$ cat config.mk
export PLATFORM = sky130hd
export DESIGN_NAME = first_fit_segment_allocator_flat
export DESIGN_NICKNAME = d
export VERILOG_FILES = /design/src/rtl/core/ffsa_pkg.sv /design/src/rtl/core/ffsa_chan_if.sv /design/src/rtl/core/ffsa_ram.sv /design/src/rtl/core/ffsa_ctrl.sv /design/src/rtl/core/ffsa_dpath.sv /design/src/rtl/core/first_fit_segment_allocator.sv /design/src/flat_wrapper.sv
export VERILOG_INCLUDE_DIRS = /design/src /design/src/rtl/core
export SDC_FILE = /design/constraint.sdc
export NUM_CORES = 2
export LEC_CHECK = 0
export BUFFER_PORTS_ARGS = -buffer_cell sky130_fd_sc_hd__buf_4
export CORE_ASPECT_RATIO = 0.8
export CORE_UTILIZATION = 35
export DETAILED_ROUTE_END_ITERATION = 16
export SLEW_MARGIN = 20
export SYNTH_ARGS = -nofsm -noshare
export SYNTH_HDL_FRONTEND = slang
export SYNTH_SLANG_ARGS = --single-unit
$ cat constraint.sdc
create_clock -name clock -period 12.5 [get_ports clock]
set_input_delay 1.875 -clock clock [delete_from_list [all_inputs] [get_ports clock]]
set_output_delay 1.875 -clock clock [all_outputs]
set_load 0.1 [all_outputs]
$ cat src/rtl/core/first_fit_segment_allocator_defines.svh
// assertion macros for the first-fit segment allocator
// used by the controller and datapath files, no other dependencies
`ifndef FIRST_FIT_SEGMENT_ALLOCATOR_DEFINES_SVH
`define FIRST_FIT_SEGMENT_ALLOCATOR_DEFINES_SVH

// same-cycle implication
`define FFSA_ASSERT_NOW(lbl, clk, rst, ante, cons, msg) \
   lbl: assert property (@(posedge clk) disable iff (rst) (ante) |-> (cons)) \
      else $error(msg);

// next-cycle implication
`define FFSA_ASSERT_NEXT(lbl, clk, rst, ante, cons, msg) \
   lbl: assert property (@(posedge clk) disable iff (rst) (ante) |=> (cons)) \
      else $error(msg);

`endif

$ cat src/rtl/core/ffsa_pkg.sv
// shared types and constants of the first-fit segment allocator
// no dependencies
`timescale 1ns / 1ps
`default_nettype none

package ffsa_pkg;

   localparam int REQ_BYTES_W = 17;
   localparam int SEG_IDX_W   = 6;
   localparam int ADDR_W      = 16;
   localparam int RES_IDX_W   = 6;
   localparam int HEAP_W      = 17;

   localparam logic [HEAP_W-1:0] DEFAULT_HEAP = 17'd65536;

   localparam logic KIND_ALLOC = 1'b0;
   localparam logic KIND_FREE  = 1'b1;

   typedef enum logic [2:0] {
      ST_OK           = 3'd0,
      ST_NO_SPACE     = 3'd1,
      ST_FRAGMENTED   = 3'd2,
      ST_BAD_INDEX    = 3'd3,
      ST_ALREADY_FREE = 3'd4,
      ST_TABLE_FULL   = 3'd5
   } status_type;

   typedef struct packed {
      logic                   kind;
      logic [REQ_BYTES_W-1:0] request_bytes;
      logic [SEG_IDX_W-1:0]   segment_index;
   } req_type;

   typedef struct packed {
      status_type             status;
      logic [ADDR_W-1:0]      address;
      logic [RES_IDX_W-1:0]   result_index;
   } rsp_type;

   typedef struct packed {
      logic [HEAP_W-1:0] heap_size;
   } csr_type;

   typedef enum logic [2:0] {
      RD_IDX  = 3'd0,
      RD_PREV = 3'd1,
      RD_NEXT = 3'd2,
      RD_INS  = 3'd3,
      RD_ERS  = 3'd4
   } rd_sel_type;

   typedef enum logic [2:0] {
      WR_NONE     = 3'd0,
      WR_INIT     = 3'd1,
      WR_MARK     = 3'd2,
      WR_SPLIT_LO = 3'd3,
      WR_SPLIT_HI = 3'd4,
      WR_SHIFT_UP = 3'd5,
      WR_MERGE    = 3'd6,
      WR_SHIFT_DN = 3'd7
   } wr_sel_type;

   typedef struct packed {
      logic       init_tbl;
      logic       load_heap;
      logic       load_req;
      logic       idx_inc;
      logic       save_cur;
      logic       save_prev;
      logic       clr_prev;
      logic       save_next;
      logic       clr_next;
      logic       k_from_cnt;
      logic       k_dec;
      logic       k_inc;
      logic       alloc_commit;
      logic       split_commit;
      logic       merge_commit;
      logic       erase_commit;
      logic       res_set;
      status_type res_status;
      logic       res_alloc;
      logic       rsp_load;
      rd_sel_type rd_sel;
      wr_sel_type wr_sel;
   } cmd_type;

   typedef struct packed {
      logic kind_free;
      logic over_total;
      logic zero_req;
      logic bad_index;
      logic walk_end;
      logic rd_in_use;
      logic fit_exact;
      logic fit_larger;
      logic table_full;
      logic has_prev;
      logic has_next;
      logic ins_more;
      logic ers_more;
      logic merge_any;
   } sts_type;

endpackage

`default_nettype wire

$ cat src/rtl/core/ffsa_chan_if.sv
// valid/ready channel carrying one payload beat
// payload type is set by the instantiating level, no other dependencies
`timescale 1ns / 1ps
`default_nettype none

interface ffsa_chan_if #(parameter type payload_type = logic);
   logic        valid;
   logic        ready;
   payload_type payload;

   modport source (output valid, output payload, input ready);
   modport sink (input valid, input payload, output ready);
endinterface

`default_nettype wire

$ cat src/rtl/core/ffsa_ram.sv
// generic single-write, single-read ram with registered read data
// no dependencies
`timescale 1ns / 1ps
`default_nettype none

module ffsa_ram #(
   parameter int WIDTH = 8,
   parameter int DEPTH = 64
) (
   input  logic                     clock,
   input  logic                     wr_en,
   input  logic [$clog2(DEPTH)-1:0] wr_addr,
   input  logic [WIDTH-1:0]         wr_data,
   input  logic [$clog2(DEPTH)-1:0] rd_addr,
   output logic [WIDTH-1:0]         rd_data
);

   logic [WIDTH-1:0] mem_ff [DEPTH];
   logic [WIDTH-1:0] rd_data_ff;

   always_ff @(posedge clock) begin
      if (wr_en) begin
         mem_ff[wr_addr] <= wr_data;
      end
      rd_data_ff <= mem_ff[rd_addr];
   end

   assign rd_data = rd_data_ff;

endmodule

`default_nettype wire

$ cat src/rtl/core/ffsa_ctrl.sv
// controller state machine of the segment allocator
// depends on ffsa_pkg and the assertion macro header
`timescale 1ns / 1ps
`default_nettype none
`include "first_fit_segment_allocator_defines.svh"

module ffsa_ctrl (
   input  logic              clock,
   input  logic              reset,
   input  logic              req_valid,
   output logic              req_ready,
   input  logic              csr_valid,
   output logic              csr_ready,
   input  logic              rsp_ready,
   output logic              rsp_valid,
   input  ffsa_pkg::sts_type sts,
   output ffsa_pkg::cmd_type cmd
);
   import ffsa_pkg::*;

   typedef enum logic [15:0] {
      S_INIT     = 16'h0001,
      S_IDLE     = 16'h0002,
      S_CHECK    = 16'h0004,
      S_WALK_RD  = 16'h0008,
      S_WALK_CMP = 16'h0010,
      S_INS_RD   = 16'h0020,
      S_INS_WR   = 16'h0040,
      S_SPLIT_LO = 16'h0080,
      S_SPLIT_HI = 16'h0100,
      S_FCUR     = 16'h0200,
      S_FPREV    = 16'h0400,
      S_FNEXT    = 16'h0800,
      S_MERGE    = 16'h1000,
      S_ERS_RD   = 16'h2000,
      S_ERS_WR   = 16'h4000,
      S_DONE     = 16'h8000
   } state_type;

   state_type state_ff, state_in;
   logic      rsp_valid_ff, rsp_valid_in;

   always_comb begin
      cmd       = '0;
      state_in  = state_ff;
      req_ready = 1'b0;
      csr_ready = 1'b0;
      unique case (state_ff)
         S_INIT: begin
            cmd.wr_sel   = WR_INIT;
            cmd.init_tbl = 1'b1;
            state_in     = S_IDLE;
         end
         S_IDLE: begin
            csr_ready = 1'b1;
            // a register write wins over a request in the same cycle
            req_ready = !csr_valid;
            if (csr_valid) begin
               cmd.load_heap = 1'b1;
               state_in      = S_INIT;
            end else if (req_valid) begin
               cmd.load_req = 1'b1;
               state_in     = S_CHECK;
            end
         end
         S_CHECK: begin
            if (sts.kind_free) begin
               if (sts.bad_index) begin
                  cmd.res_set    = 1'b1;
                  cmd.res_status = ST_BAD_INDEX;
                  state_in       = S_DONE;
               end else begin
                  cmd.rd_sel = RD_IDX;
                  state_in   = S_FCUR;
               end
            end else if (sts.over_total) begin
               cmd.res_set    = 1'b1;
               cmd.res_status = ST_NO_SPACE;
               state_in       = S_DONE;
            end else if (sts.zero_req) begin
               cmd.res_set    = 1'b1;
               cmd.res_status = ST_FRAGMENTED;
               state_in       = S_DONE;
            end else begin
               cmd.rd_sel = RD_IDX;
               state_in   = S_WALK_CMP;
            end
         end
         S_WALK_RD: begin
            if (sts.walk_end) begin
               cmd.res_set    = 1'b1;
               cmd.res_status = ST_FRAGMENTED;
               state_in       = S_DONE;
            end else begin
               cmd.rd_sel = RD_IDX;
               state_in   = S_WALK_CMP;
            end
         end
         S_WALK_CMP: begin
            cmd.save_cur = 1'b1;
            if (!sts.rd_in_use && sts.fit_exact) begin
               cmd.wr_sel       = WR_MARK;
               cmd.alloc_commit = 1'b1;
               cmd.res_alloc    = 1'b1;
               state_in         = S_DONE;
            end else if (!sts.rd_in_use && sts.fit_larger) begin
               if (sts.table_full) begin
                  cmd.res_set    = 1'b1;
                  cmd.res_status = ST_TABLE_FULL;
                  state_in       = S_DONE;
               end else begin
                  cmd.res_alloc  = 1'b1;
                  cmd.k_from_cnt = 1'b1;
                  state_in       = S_INS_RD;
               end
            end else begin
               cmd.idx_inc = 1'b1;
               state_in    = S_WALK_RD;
            end
         end
         // open a hole at idx+1, moving entries up from the top
         S_INS_RD: begin
            if (sts.ins_more) begin
               cmd.rd_sel = RD_INS;
               state_in   = S_INS_WR;
            end else begin
               state_in = S_SPLIT_LO;
            end
         end
         S_INS_WR: begin
            cmd.wr_sel = WR_SHIFT_UP;
            cmd.k_dec  = 1'b1;
            state_in   = S_INS_RD;
         end
         S_SPLIT_LO: begin
            cmd.wr_sel       = WR_SPLIT_LO;
            cmd.alloc_commit = 1'b1;
            state_in         = S_SPLIT_HI;
         end
         S_SPLIT_HI: begin
            cmd.wr_sel       = WR_SPLIT_HI;
            cmd.split_commit = 1'b1;
            state_in         = S_DONE;
         end
         S_FCUR: begin
            cmd.save_cur = 1'b1;
            cmd.clr_prev = 1'b1;
            cmd.clr_next = 1'b1;
            if (!sts.rd_in_use) begin
               cmd.res_set    = 1'b1;
               cmd.res_status = ST_ALREADY_FREE;
               state_in       = S_DONE;
            end else if (sts.has_prev) begin
               cmd.rd_sel = RD_PREV;
               state_in   = S_FPREV;
            end else if (sts.has_next) begin
               cmd.rd_sel = RD_NEXT;
               state_in   = S_FNEXT;
            end else begin
               state_in = S_MERGE;
            end
         end
         S_FPREV: begin
            cmd.save_prev = 1'b1;
            if (sts.has_next) begin
               cmd.rd_sel = RD_NEXT;
               state_in   = S_FNEXT;
            end else begin
               state_in = S_MERGE;
            end
         end
         S_FNEXT: begin
            cmd.save_next = 1'b1;
            state_in      = S_MERGE;
         end
         S_MERGE: begin
            cmd.wr_sel       = WR_MERGE;
            cmd.merge_commit = 1'b1;
            state_in         = sts.merge_any ? S_ERS_RD : S_DONE;
         end
         // close the gap left by merged neighbors
         S_ERS_RD: begin
            if (sts.ers_more) begin
               cmd.rd_sel = RD_ERS;
               state_in   = S_ERS_WR;
            end else begin
               cmd.erase_commit = 1'b1;
               state_in         = S_DONE;
            end
         end
         S_ERS_WR: begin
            cmd.wr_sel = WR_SHIFT_DN;
            cmd.k_inc  = 1'b1;
            state_in   = S_ERS_RD;
         end
         S_DONE: begin
            if (!rsp_valid_ff || rsp_ready) begin
               cmd.rsp_load = 1'b1;
               state_in     = S_IDLE;
            end
         end
         default: begin
            state_in = S_INIT;
         end
      endcase
   end

   assign rsp_valid_in = cmd.rsp_load | (rsp_valid_ff & ~rsp_ready);
   assign rsp_valid    = rsp_valid_ff;

   always_ff @(posedge clock) begin
      if (reset) begin
         state_ff     <= S_INIT;
         rsp_valid_ff <= 1'b0;
      end else begin
         state_ff     <= state_in;
         rsp_valid_ff <= rsp_valid_in;
      end
   end

   `FFSA_ASSERT_NEXT(a_req_starts_check, clock, reset, req_valid && req_ready, state_ff == S_CHECK, "accepted request did not start a check")
   `FFSA_ASSERT_NEXT(a_csr_reinits, clock, reset, csr_valid && csr_ready, state_ff == S_INIT, "heap write did not reinitialize the table")
   `FFSA_ASSERT_NOW(a_no_rsp_overwrite, clock, reset, cmd.rsp_load, !rsp_valid_ff || rsp_ready, "pending result overwritten")

endmodule

`default_nettype wire

$ cat src/rtl/core/ffsa_dpath.sv
// datapath of the segment allocator: segment table ram, counters, merge and split math
// depends on ffsa_pkg, ffsa_ram and the assertion macro header
`timescale 1ns / 1ps
`default_nettype none
`include "first_fit_segment_allocator_defines.svh"

module ffsa_dpath #(
   parameter int MAX_SEGMENTS = 64,
   parameter int ADDR_BITS    = 16
) (
   input  logic              clock,
   input  logic              reset,
   input  ffsa_pkg::cmd_type cmd,
   output ffsa_pkg::sts_type sts,
   input  ffsa_pkg::req_type req_payload,
   input  ffsa_pkg::csr_type csr_payload,
   output ffsa_pkg::rsp_type rsp_payload
);
   import ffsa_pkg::*;

   localparam int IW   = $clog2(MAX_SEGMENTS);
   localparam int CNTW = $clog2(MAX_SEGMENTS + 1);
   localparam int LW   = ADDR_BITS + 1;
   localparam int EW   = ADDR_BITS + LW + 1;
   localparam int FW   = (LW > REQ_BYTES_W) ? LW : REQ_BYTES_W;
   localparam int SW   = FW + 1;
   localparam int XW   = (CNTW > SEG_IDX_W) ? CNTW : SEG_IDX_W;

   localparam logic [LW-1:0] HEAP_LIMIT = {1'b1, {ADDR_BITS{1'b0}}};
   localparam logic [LW-1:0] HEAP_RST   =
      (SW'(DEFAULT_HEAP) > SW'(HEAP_LIMIT)) ? HEAP_LIMIT : LW'(DEFAULT_HEAP);

   logic [LW-1:0]        heap_ff, used_ff;
   logic [CNTW-1:0]      cnt_ff, idx_ff, k_ff;
   req_type              req_ff;
   logic [ADDR_BITS-1:0] cur_start_ff, prev_start_ff;
   logic [LW-1:0]        cur_len_ff, prev_len_ff, next_len_ff;
   logic                 prev_free_ff, next_free_ff;
   rsp_type              res_ff, rsp_ff;

   logic                 ram_wr_en;
   logic [IW-1:0]        ram_wr_addr, ram_rd_addr;
   logic [EW-1:0]        ram_wr_data, ram_rd_data;
   logic [ADDR_BITS-1:0] rd_start, mstart;
   logic [LW-1:0]        rd_len, bytes_l, mlen, heap_clamped;
   logic                 rd_use;
   logic [CNTW-1:0]      idx_p1, idx_m1, k_m1, base;
   logic [CNTW:0]        k_pd;
   logic [1:0]           merge_d;

   ffsa_ram #(.WIDTH(EW), .DEPTH(MAX_SEGMENTS)) u_table (
      .clock   (clock),
      .wr_en   (ram_wr_en),
      .wr_addr (ram_wr_addr),
      .wr_data (ram_wr_data),
      .rd_addr (ram_rd_addr),
      .rd_data (ram_rd_data)
   );

   // entry layout: start, length, in-use
   assign rd_start = ram_rd_data[EW-1 -: ADDR_BITS];
   assign rd_len   = ram_rd_data[LW:1];
   assign rd_use   = ram_rd_data[0];

   assign bytes_l = LW'(req_ff.request_bytes);
   assign idx_p1  = idx_ff + 1'b1;
   assign idx_m1  = idx_ff - 1'b1;
   assign k_m1    = k_ff - 1'b1;
   assign merge_d = {1'b0, prev_free_ff} + {1'b0, next_free_ff};
   assign k_pd    = {1'b0, k_ff} + (CNTW+1)'(merge_d);
   assign base    = prev_free_ff ? idx_m1 : idx_ff;
   assign mstart  = prev_free_ff ? prev_start_ff : cur_start_ff;
   assign mlen    = (prev_free_ff ? prev_len_ff : '0) + cur_len_ff +
                    (next_free_ff ? next_len_ff : '0);

   assign heap_clamped =
      (csr_payload.heap_size == '0) ? LW'(1) :
      (SW'(csr_payload.heap_size) > SW'(HEAP_LIMIT)) ? HEAP_LIMIT :
      LW'(csr_payload.heap_size);

   always_comb begin
      unique case (cmd.rd_sel)
         RD_IDX:  ram_rd_addr = idx_ff[IW-1:0];
         RD_PREV: ram_rd_addr = idx_m1[IW-1:0];
         RD_NEXT: ram_rd_addr = idx_p1[IW-1:0];
         RD_INS:  ram_rd_addr = k_m1[IW-1:0];
         RD_ERS:  ram_rd_addr = k_pd[IW-1:0];
         default: ram_rd_addr = idx_ff[IW-1:0];
      endcase
   end

   always_comb begin
      ram_wr_en   = 1'b1;
      ram_wr_addr = idx_ff[IW-1:0];
      ram_wr_data = ram_rd_data;
      unique case (cmd.wr_sel)
         WR_NONE: begin
            ram_wr_en = 1'b0;
         end
         WR_INIT: begin
            ram_wr_addr = '0;
            ram_wr_data = {{ADDR_BITS{1'b0}}, heap_ff, 1'b0};
         end
         WR_MARK: begin
            ram_wr_data = {rd_start, rd_len, 1'b1};
         end
         WR_SPLIT_LO: begin
            ram_wr_data = {cur_start_ff, bytes_l, 1'b1};
         end
         WR_SPLIT_HI: begin
            ram_wr_addr = idx_p1[IW-1:0];
            ram_wr_data = {ADDR_BITS'(LW'(cur_start_ff) + bytes_l),
                           cur_len_ff - bytes_l, 1'b0};
         end
         WR_SHIFT_UP, WR_SHIFT_DN: begin
            ram_wr_addr = k_ff[IW-1:0];
         end
         WR_MERGE: begin
            ram_wr_addr = base[IW-1:0];
            ram_wr_data = {mstart, mlen, 1'b0};
         end
         default: begin
            ram_wr_en = 1'b0;
         end
      endcase
   end

   always_comb begin
      sts.kind_free  = req_ff.kind == KIND_FREE;
      sts.over_total = (SW'(used_ff) + SW'(req_ff.request_bytes)) > SW'(heap_ff);
      sts.zero_req   = req_ff.request_bytes == '0;
      sts.bad_index  = XW'(req_ff.segment_index) >= XW'(cnt_ff);
      sts.walk_end   = idx_ff >= cnt_ff;
      sts.rd_in_use  = rd_use;
      sts.fit_exact  = FW'(rd_len) == FW'(req_ff.request_bytes);
      sts.fit_larger = FW'(rd_len) > FW'(req_ff.request_bytes);
      sts.table_full = cnt_ff >= CNTW'(MAX_SEGMENTS);
      sts.has_prev   = idx_ff != '0;
      sts.has_next   = idx_p1 < cnt_ff;
      sts.ins_more   = k_ff > idx_p1;
      sts.ers_more   = k_pd < {1'b0, cnt_ff};
      sts.merge_any  = prev_free_ff | next_free_ff;
   end

   always_ff @(posedge clock) begin
      if (reset) begin
         heap_ff <= HEAP_RST;
         used_ff <= '0;
         cnt_ff  <= CNTW'(1);
      end else begin
         if (cmd.load_heap) begin
            heap_ff <= heap_clamped;
            used_ff <= '0;
            cnt_ff  <= CNTW'(1);
         end
         if (cmd.init_tbl) begin
            used_ff <= '0;
            cnt_ff  <= CNTW'(1);
         end
         if (cmd.alloc_commit) begin
            used_ff <= used_ff + bytes_l;
         end
         if (cmd.merge_commit) begin
            used_ff <= (used_ff >= cur_len_ff) ? used_ff - cur_len_ff : '0;
         end
         if (cmd.split_commit) begin
            cnt_ff <= cnt_ff + 1'b1;
         end
         if (cmd.erase_commit) begin
            cnt_ff <= cnt_ff - CNTW'(merge_d);
         end
      end
   end

   always_ff @(posedge clock) begin
      if (cmd.load_req) begin
         req_ff <= req_payload;
         idx_ff <= (req_payload.kind == KIND_FREE) ? CNTW'(req_payload.segment_index) : '0;
      end else if (cmd.idx_inc) begin
         idx_ff <= idx_p1;
      end
      if (cmd.save_cur) begin
         cur_start_ff <= rd_start;
         cur_len_ff   <= rd_len;
      end
      if (cmd.save_prev) begin
         prev_start_ff <= rd_start;
         prev_len_ff   <= rd_len;
         prev_free_ff  <= !rd_use;
      end else if (cmd.clr_prev) begin
         prev_free_ff <= 1'b0;
      end
      if (cmd.save_next) begin
         next_len_ff  <= rd_len;
         next_free_ff <= !rd_use;
      end else if (cmd.clr_next) begin
         next_free_ff <= 1'b0;
      end
      if (cmd.k_from_cnt) begin
         k_ff <= cnt_ff;
      end else if (cmd.k_dec) begin
         k_ff <= k_m1;
      end else if (cmd.k_inc) begin
         k_ff <= k_ff + 1'b1;
      end else if (cmd.merge_commit) begin
         k_ff <= base + 1'b1;
      end
      if (cmd.res_set) begin
         res_ff.status       <= cmd.res_status;
         res_ff.address      <= '0;
         res_ff.result_index <= '0;
      end else if (cmd.res_alloc) begin
         res_ff.status       <= ST_OK;
         res_ff.address      <= ADDR_W'(rd_start);
         res_ff.result_index <= RES_IDX_W'(idx_ff);
      end else if (cmd.merge_commit) begin
         res_ff.status       <= ST_OK;
         res_ff.address      <= '0;
         res_ff.result_index <= RES_IDX_W'(base);
      end
      if (cmd.rsp_load) begin
         rsp_ff <= res_ff;
      end
   end

   assign rsp_payload = rsp_ff;

   `FFSA_ASSERT_NOW(a_cnt_range, clock, reset, 1'b1, cnt_ff != '0 && cnt_ff <= CNTW'(MAX_SEGMENTS), "segment count out of range")
   `FFSA_ASSERT_NOW(a_used_le_heap, clock, reset, 1'b1, used_ff <= heap_ff, "used bytes exceed heap size")

endmodule

`default_nettype wire

$ cat src/rtl/core/first_fit_segment_allocator.sv
// top level of the first-fit segment allocator with coalescing
// depends on ffsa_pkg, ffsa_chan_if, ffsa_ctrl, ffsa_dpath (and ffsa_ram below it)
//
//   channel  direction  payload                                  beat when
//   req_if   in         kind, request_bytes, segment_index       valid && ready
//   rsp_if   out        status, address, result_index            valid && ready
//   csr_if   in         heap_size                                valid && ready
//
// allocate: check, compare first segment, read and compare each further one, last read on a miss
// a split moves seg_count - idx - 1 entries up over the one ram port, then writes both halves
// free: read the segment and its neighbours, a merge write, then move entries down on a merge
// done loads the result register, then idle takes the next request
// after reset or a heap_size write, the init state rewrites table entry zero; no clearing pass
// done waits while the previous result is still not taken
`timescale 1ns / 1ps
`default_nettype none

module first_fit_segment_allocator #(
   parameter int MAX_SEGMENTS = 64,
   parameter int ADDR_BITS    = 16
) (
   input  logic        clock,
   input  logic        reset,
   ffsa_chan_if.sink   req_if,
   ffsa_chan_if.source rsp_if,
   ffsa_chan_if.sink   csr_if
);
   import ffsa_pkg::*;

   cmd_type cmd;
   sts_type sts;
   req_type req_pl;
   csr_type csr_pl;
   rsp_type rsp_pl;

   assign req_pl         = req_if.payload;
   assign csr_pl         = csr_if.payload;
   assign rsp_if.payload = rsp_pl;

   ffsa_ctrl u_ctrl (
      .clock     (clock),
      .reset     (reset),
      .req_valid (req_if.valid),
      .req_ready (req_if.ready),
      .csr_valid (csr_if.valid),
      .csr_ready (csr_if.ready),
      .rsp_ready (rsp_if.ready),
      .rsp_valid (rsp_if.valid),
      .sts       (sts),
      .cmd       (cmd)
   );

   ffsa_dpath #(
      .MAX_SEGMENTS (MAX_SEGMENTS),
      .ADDR_BITS    (ADDR_BITS)
   ) u_dpath (
      .clock       (clock),
      .reset       (reset),
      .cmd         (cmd),
      .sts         (sts),
      .req_payload (req_pl),
      .csr_payload (csr_pl),
      .rsp_payload (rsp_pl)
   );

endmodule

`default_nettype wire

$ cat src/flat_wrapper.sv
// flat-port wrapper written by rule: the top's interface ports become plain ports
module first_fit_segment_allocator_flat import ffsa_pkg::*;
#(
   parameter int MAX_SEGMENTS = 64,
   parameter int ADDR_BITS    = 16
)
  (clock, reset, req_if_valid, req_if_payload, req_if_ready, rsp_if_valid, rsp_if_payload, rsp_if_ready, csr_if_valid, csr_if_payload, csr_if_ready);
  ffsa_chan_if #(.payload_type(req_type)) req_if_i ();
  ffsa_chan_if #(.payload_type(rsp_type)) rsp_if_i ();
  ffsa_chan_if #(.payload_type(csr_type)) csr_if_i ();
  input  logic clock;
  input  logic reset;
  input wire logic [$bits(req_if_i.valid)-1:0] req_if_valid;
  input wire logic [$bits(req_if_i.payload)-1:0] req_if_payload;
  output wire logic [$bits(req_if_i.ready)-1:0] req_if_ready;
  output wire logic [$bits(rsp_if_i.valid)-1:0] rsp_if_valid;
  output wire logic [$bits(rsp_if_i.payload)-1:0] rsp_if_payload;
  input wire logic [$bits(rsp_if_i.ready)-1:0] rsp_if_ready;
  input wire logic [$bits(csr_if_i.valid)-1:0] csr_if_valid;
  input wire logic [$bits(csr_if_i.payload)-1:0] csr_if_payload;
  output wire logic [$bits(csr_if_i.ready)-1:0] csr_if_ready;
  assign req_if_i.valid = req_if_valid;
  assign req_if_i.payload = req_if_payload;
  assign req_if_ready = req_if_i.ready;
  assign rsp_if_valid = rsp_if_i.valid;
  assign rsp_if_payload = rsp_if_i.payload;
  assign rsp_if_i.ready = rsp_if_ready;
  assign csr_if_i.valid = csr_if_valid;
  assign csr_if_i.payload = csr_if_payload;
  assign csr_if_ready = csr_if_i.ready;
  first_fit_segment_allocator #(.MAX_SEGMENTS(MAX_SEGMENTS), .ADDR_BITS(ADDR_BITS)) u_core (.clock(clock), .reset(reset), .req_if(req_if_i), .rsp_if(rsp_if_i), .csr_if(csr_if_i));
endmodule
==> flow_metrics.tcl <==
set metrics [dict create \
    outcome "completed" \
    cp.arrival_ns 9.22 \
    insertion_delay_ns 0.92 \
    antenna_found_initial 9 \
    route.detailed.drc 0 \
    total_power_w 0.01708 \
    wl_met1_mm 139.1 \
    grt.total_usage 0.2122 \
    endpoint_kind "flip-flop" \
    final-hold-violation-count 0 \
    path_delay_family "simple AND/OR/NAND/NOR gates" \
    cts_resized 0 \
    vias 66120 \
    fin_setup_tns_ns 0 \
    startpoint "u_core.u_dpath.prev_free_ff$_SDFFCE_PN0P_" \
    yosysTopAreaCell "edfxtp_1" \
    cpMostUsedCell "ha_1" \
    fin_crit_ns 8.508 \
    clock-sinks 2441 \
    r2r_start "u_core.u_dpath.prev_free_ff$_SDFFCE_PN0P_" \
    ctsHoldBuffers 0 \
    grt_overflow_total 0 \
    endpoint "u_core.u_dpath.u_table.rd_data[4]$_DFF_P_" \
    grt_max_degree 153 \
    fmax_mhz 117.5 \
    synth.distinct_cells 92 \
    area.sequential_mm2 0.07216 \
    cts_setup_buffers 0 \
    ant_nets 0 \
    grt_pass1_vias 61510 \
    synth_edf_count 2327 \
    fin_crit_sh 0.6806 \
    io_pins 74 \
    initial_core_util 0.3526 \
    ir_worst_vdd_v 0.0001118 \
    ys_seq_area_frac 0.7105 \
    final_area_mm2 0.1146 \
    die-area_mm2 0.2924 \
    rsz0062_at_grt "no" \
    power.leakage_nw 39.66 \
    final_nets 7741 \
    cts_tree "yes" \
    syn_area_mm2 0.1016 \
    r2r_setup_slack_ns 3.99 \
    drive_gt1_frac 0.09535 \
    ys.flop_type "edfxtp_1" \
    top_layer "met4" \
    worstSetupPathType "flip-flop to flip-flop" \
    worstPathMaxFanout 43 \
    routed_wl_mm 320.7 \
    cp_num_cells 20 \
    postSynthCellCount 7459 \
    worstMarginPinSlew_ns 1.197 \
    finalSetupViolCount 0 \
    grt_pass1_wl_mm 452.4 \
    syn_avg_cell_area_um2 13.62 \
    synth_area_leaders "edfxtp_1 69%, nand2_1 5.0%, mux2i_1 4.2%" \
    num_rows 176 \
    postPlaceCellArea_mm2 0.1074 \
    fin_skew_ns 0.1186 \
    cts_buffers 226 \
    synth.most_common_cell "edfxtp_1" \
    gp_congestion 0.8643 \
    htree_levels 4 \
    io_buffers 73 \
    design.core.area_mm2 0.2880 \
    vias_per_cell 5.735 \
    clk_pin_slew_ns 0.06 \
    min_path_type "flip-flop to flip-flop" \
    wl_met2_mm 137.0 \
    synth_top_area_share 0.6880 \
    syn2layout_area_growth_pct 12.87 \
    synth_seq_cells 2441 \
    synthTopCellsByCount "2327 x edfxtp_1, 1361 x nand2_1, 455 x nand3_1, 422 x mux2i_1, 348 x a21oi_1" \
    fill_cells 26520 \
    crit_chain "inv_1, ha_1, ha_1, fa_1, and3_1, xor2_1, ha_1, a21oi_1, o21ai_0, a311oi_1, nand3_1, and2_1, and3b_1, o31a_4, or2_4, buf_4, o22ai_1, nor4_1, a221oi_1, or3_1" \
    multi_input_area_mm2 0.02790 \
    required_ns 13.21 \
    synthArstFlopShare 0 \
    hpwl_mm 176.0 \
    cp_slowest_cell "edfxtp_1" \
    die_w_um 604.3 \
    rr_endpoint "u_core.u_dpath.u_table.rd_data[4]$_DFF_P_" \
    die_y_um 483.8 \
    crit_buf_inv 2 \
    slew_headroom 0.2020 \
    powerDensity_mw_per_mm2 149.0 \
    wl_per_cell_um 27.82 \
    maxCapViolCount 0 \
    drtIter0Drc 9658 \
    clockBufferDepth 4 \
    cts_root_buf "clkbuf_16" \
    slowest_delay_ns 1.00 \
    met3_length_mm 36.64 \
    first_pass_iters 7 \
    yosysWarnings 0 \
    synth_fp_nets 7686 \
    cp-start-kind "flip-flop" \
    r2r_cells 20 \
    finalMaxSlewViolations 0 \
]
## worst register-to-register path, delay by kind of cell, from the launching register on
family	cells	cell delay, ns
AOI/OAI and AO/OA	6	2.17
DFF	1	1.00
and+or+nand+nor	7	2.73
adders and majority gates	4	1.37
buffers and inverters	2	0.94
xor gates and xnor gates	1	0.16
## area by class of cell
| class | instances | share of cell area |
|---|---|---|
| Sequential cell | 2441 | 0.6294 |
| Multi-Input combinational cell | 4461 | 0.2434 |
| Clock buffer | 293 | 0.05297 |
| Tap cell | 3827 | 0.04177 |
| Timing Repair Buffer | 261 | 0.01832 |
| Clock inverter | 119 | 0.009997 |
| Inverter | 123 | 0.004038 |
| Antenna cell | 4 | 0.00008731 |
## cell usage in the layout, fill, tap and decap left out, types with 120 or more instances in the layout
| master | n |
|---|---|
| inv_1 | 120 |
| o22ai_1 | 161 |
| buf_4 | 249 |
| mux2i_1 | 421 |
| clkbuf_16 | 230 |
| nor2_1 | 148 |
| a21oi_1 | 346 |
| nand2_1 | 1354 |
| o21ai_0 | 150 |
| edfxtp_1 | 2327 |
| nand3_1 | 448 |
| ha_1 | 158 |
## flip-flops by register name, summed over array words and instances, names as in the netlist, 16 cells and up
register                        flops
u_core.u_dpath.heap_ff             17
u_core.u_dpath.cur_start_ff        16
u_core.u_dpath.cur_len_ff          17
u_core.u_dpath.u_table.mem_ff    2176
u_core.u_dpath.prev_len_ff         17
u_core.u_dpath.res_ff              25
u_core.u_dpath.next_len_ff         17
u_core.u_dpath.u_table.rd_data     34
u_core.u_ctrl.state_ff             16
u_core.u_dpath.used_ff             17
u_core.u_dpath.prev_start_ff       16
u_core.u_dpath.bytes_l             17
u_core.u_dpath.rsp_payload         25
## power by group
part	switching, W	internal [W]
registers	0.0000516	0.00927
clock network	0.00306	0.00385
logic	0.000709	0.000144
total	0.00382	0.0133
## kinds of logic after synthesis
logic type                 Yosys count  synth area share
and+or+nand+nor                   2544            0.1127
DFF                               2441            0.7105
adders and majority gates          182           0.02410
xor gates and xnor gates            98          0.008586
AOI/OAI and AO/OA                 1211           0.07848
muxes                              426           0.04203
buffers and inverters              557           0.02365
## through the flow
stage                     instances  utilization  hold WS, ns  setup slack (ns)
after floorplan                7459            -       0.4001             5.702
after global placement        11110       0.3728       0.4195             3.995
after detailed placement      11110       0.3729       0.4202             4.065
after CTS                     11520       0.3979       0.4194             4.118
after global routing          11530       0.3980       0.4284             3.488
final                         11530       0.3980       0.4162             3.992
## worst min-delay path by stage
| stage | start | end | slack (ns) | cells past startpoint |
|---|---|---|---|---|
| 2_1_floorplan | u_core.u_dpath.res_ff[5]$_SDFFE_PP0P_ | u_core.u_dpath.rsp_payload[5]$_DFFE_PP_ | 0.40 | 0 |
| 3_3_place_gp | u_core.u_dpath.res_ff[22]$_SDFFCE_PN0P_ | u_core.u_dpath.rsp_payload[22]$_DFFE_PP_ | 0.42 | 0 |
| 3_5_place_dp | u_core.u_dpath.res_ff[3]$_SDFFE_PP0P_ | u_core.u_dpath.rsp_payload[3]$_DFFE_PP_ | 0.42 | 0 |
| 4_1_cts | u_core.u_dpath.res_ff[23]$_SDFFCE_PN0P_ | u_core.u_dpath.rsp_payload[23]$_DFFE_PP_ | 0.42 | 0 |
| 5_1_grt | u_core.u_dpath.res_ff[23]$_SDFFCE_PN0P_ | u_core.u_dpath.rsp_payload[23]$_DFFE_PP_ | 0.43 | 0 |
| 6_report | u_core.u_dpath.res_ff[23]$_SDFFCE_PN0P_ | u_core.u_dpath.rsp_payload[23]$_DFFE_PP_ | 0.42 | 0 |
## metal layers
| metal | global-route usage | up-vias |
|---|---|---|
| li1 | - | 28320 |
| met1 | 0.3194 | 33800 |
| met2 | 0.3123 | 3577 |
| met3 | 0.04202 | 423 |
| met4 | 0.05239 | 0 |
| met5 | 0 | - |
(Power assumes the default switching activity.)
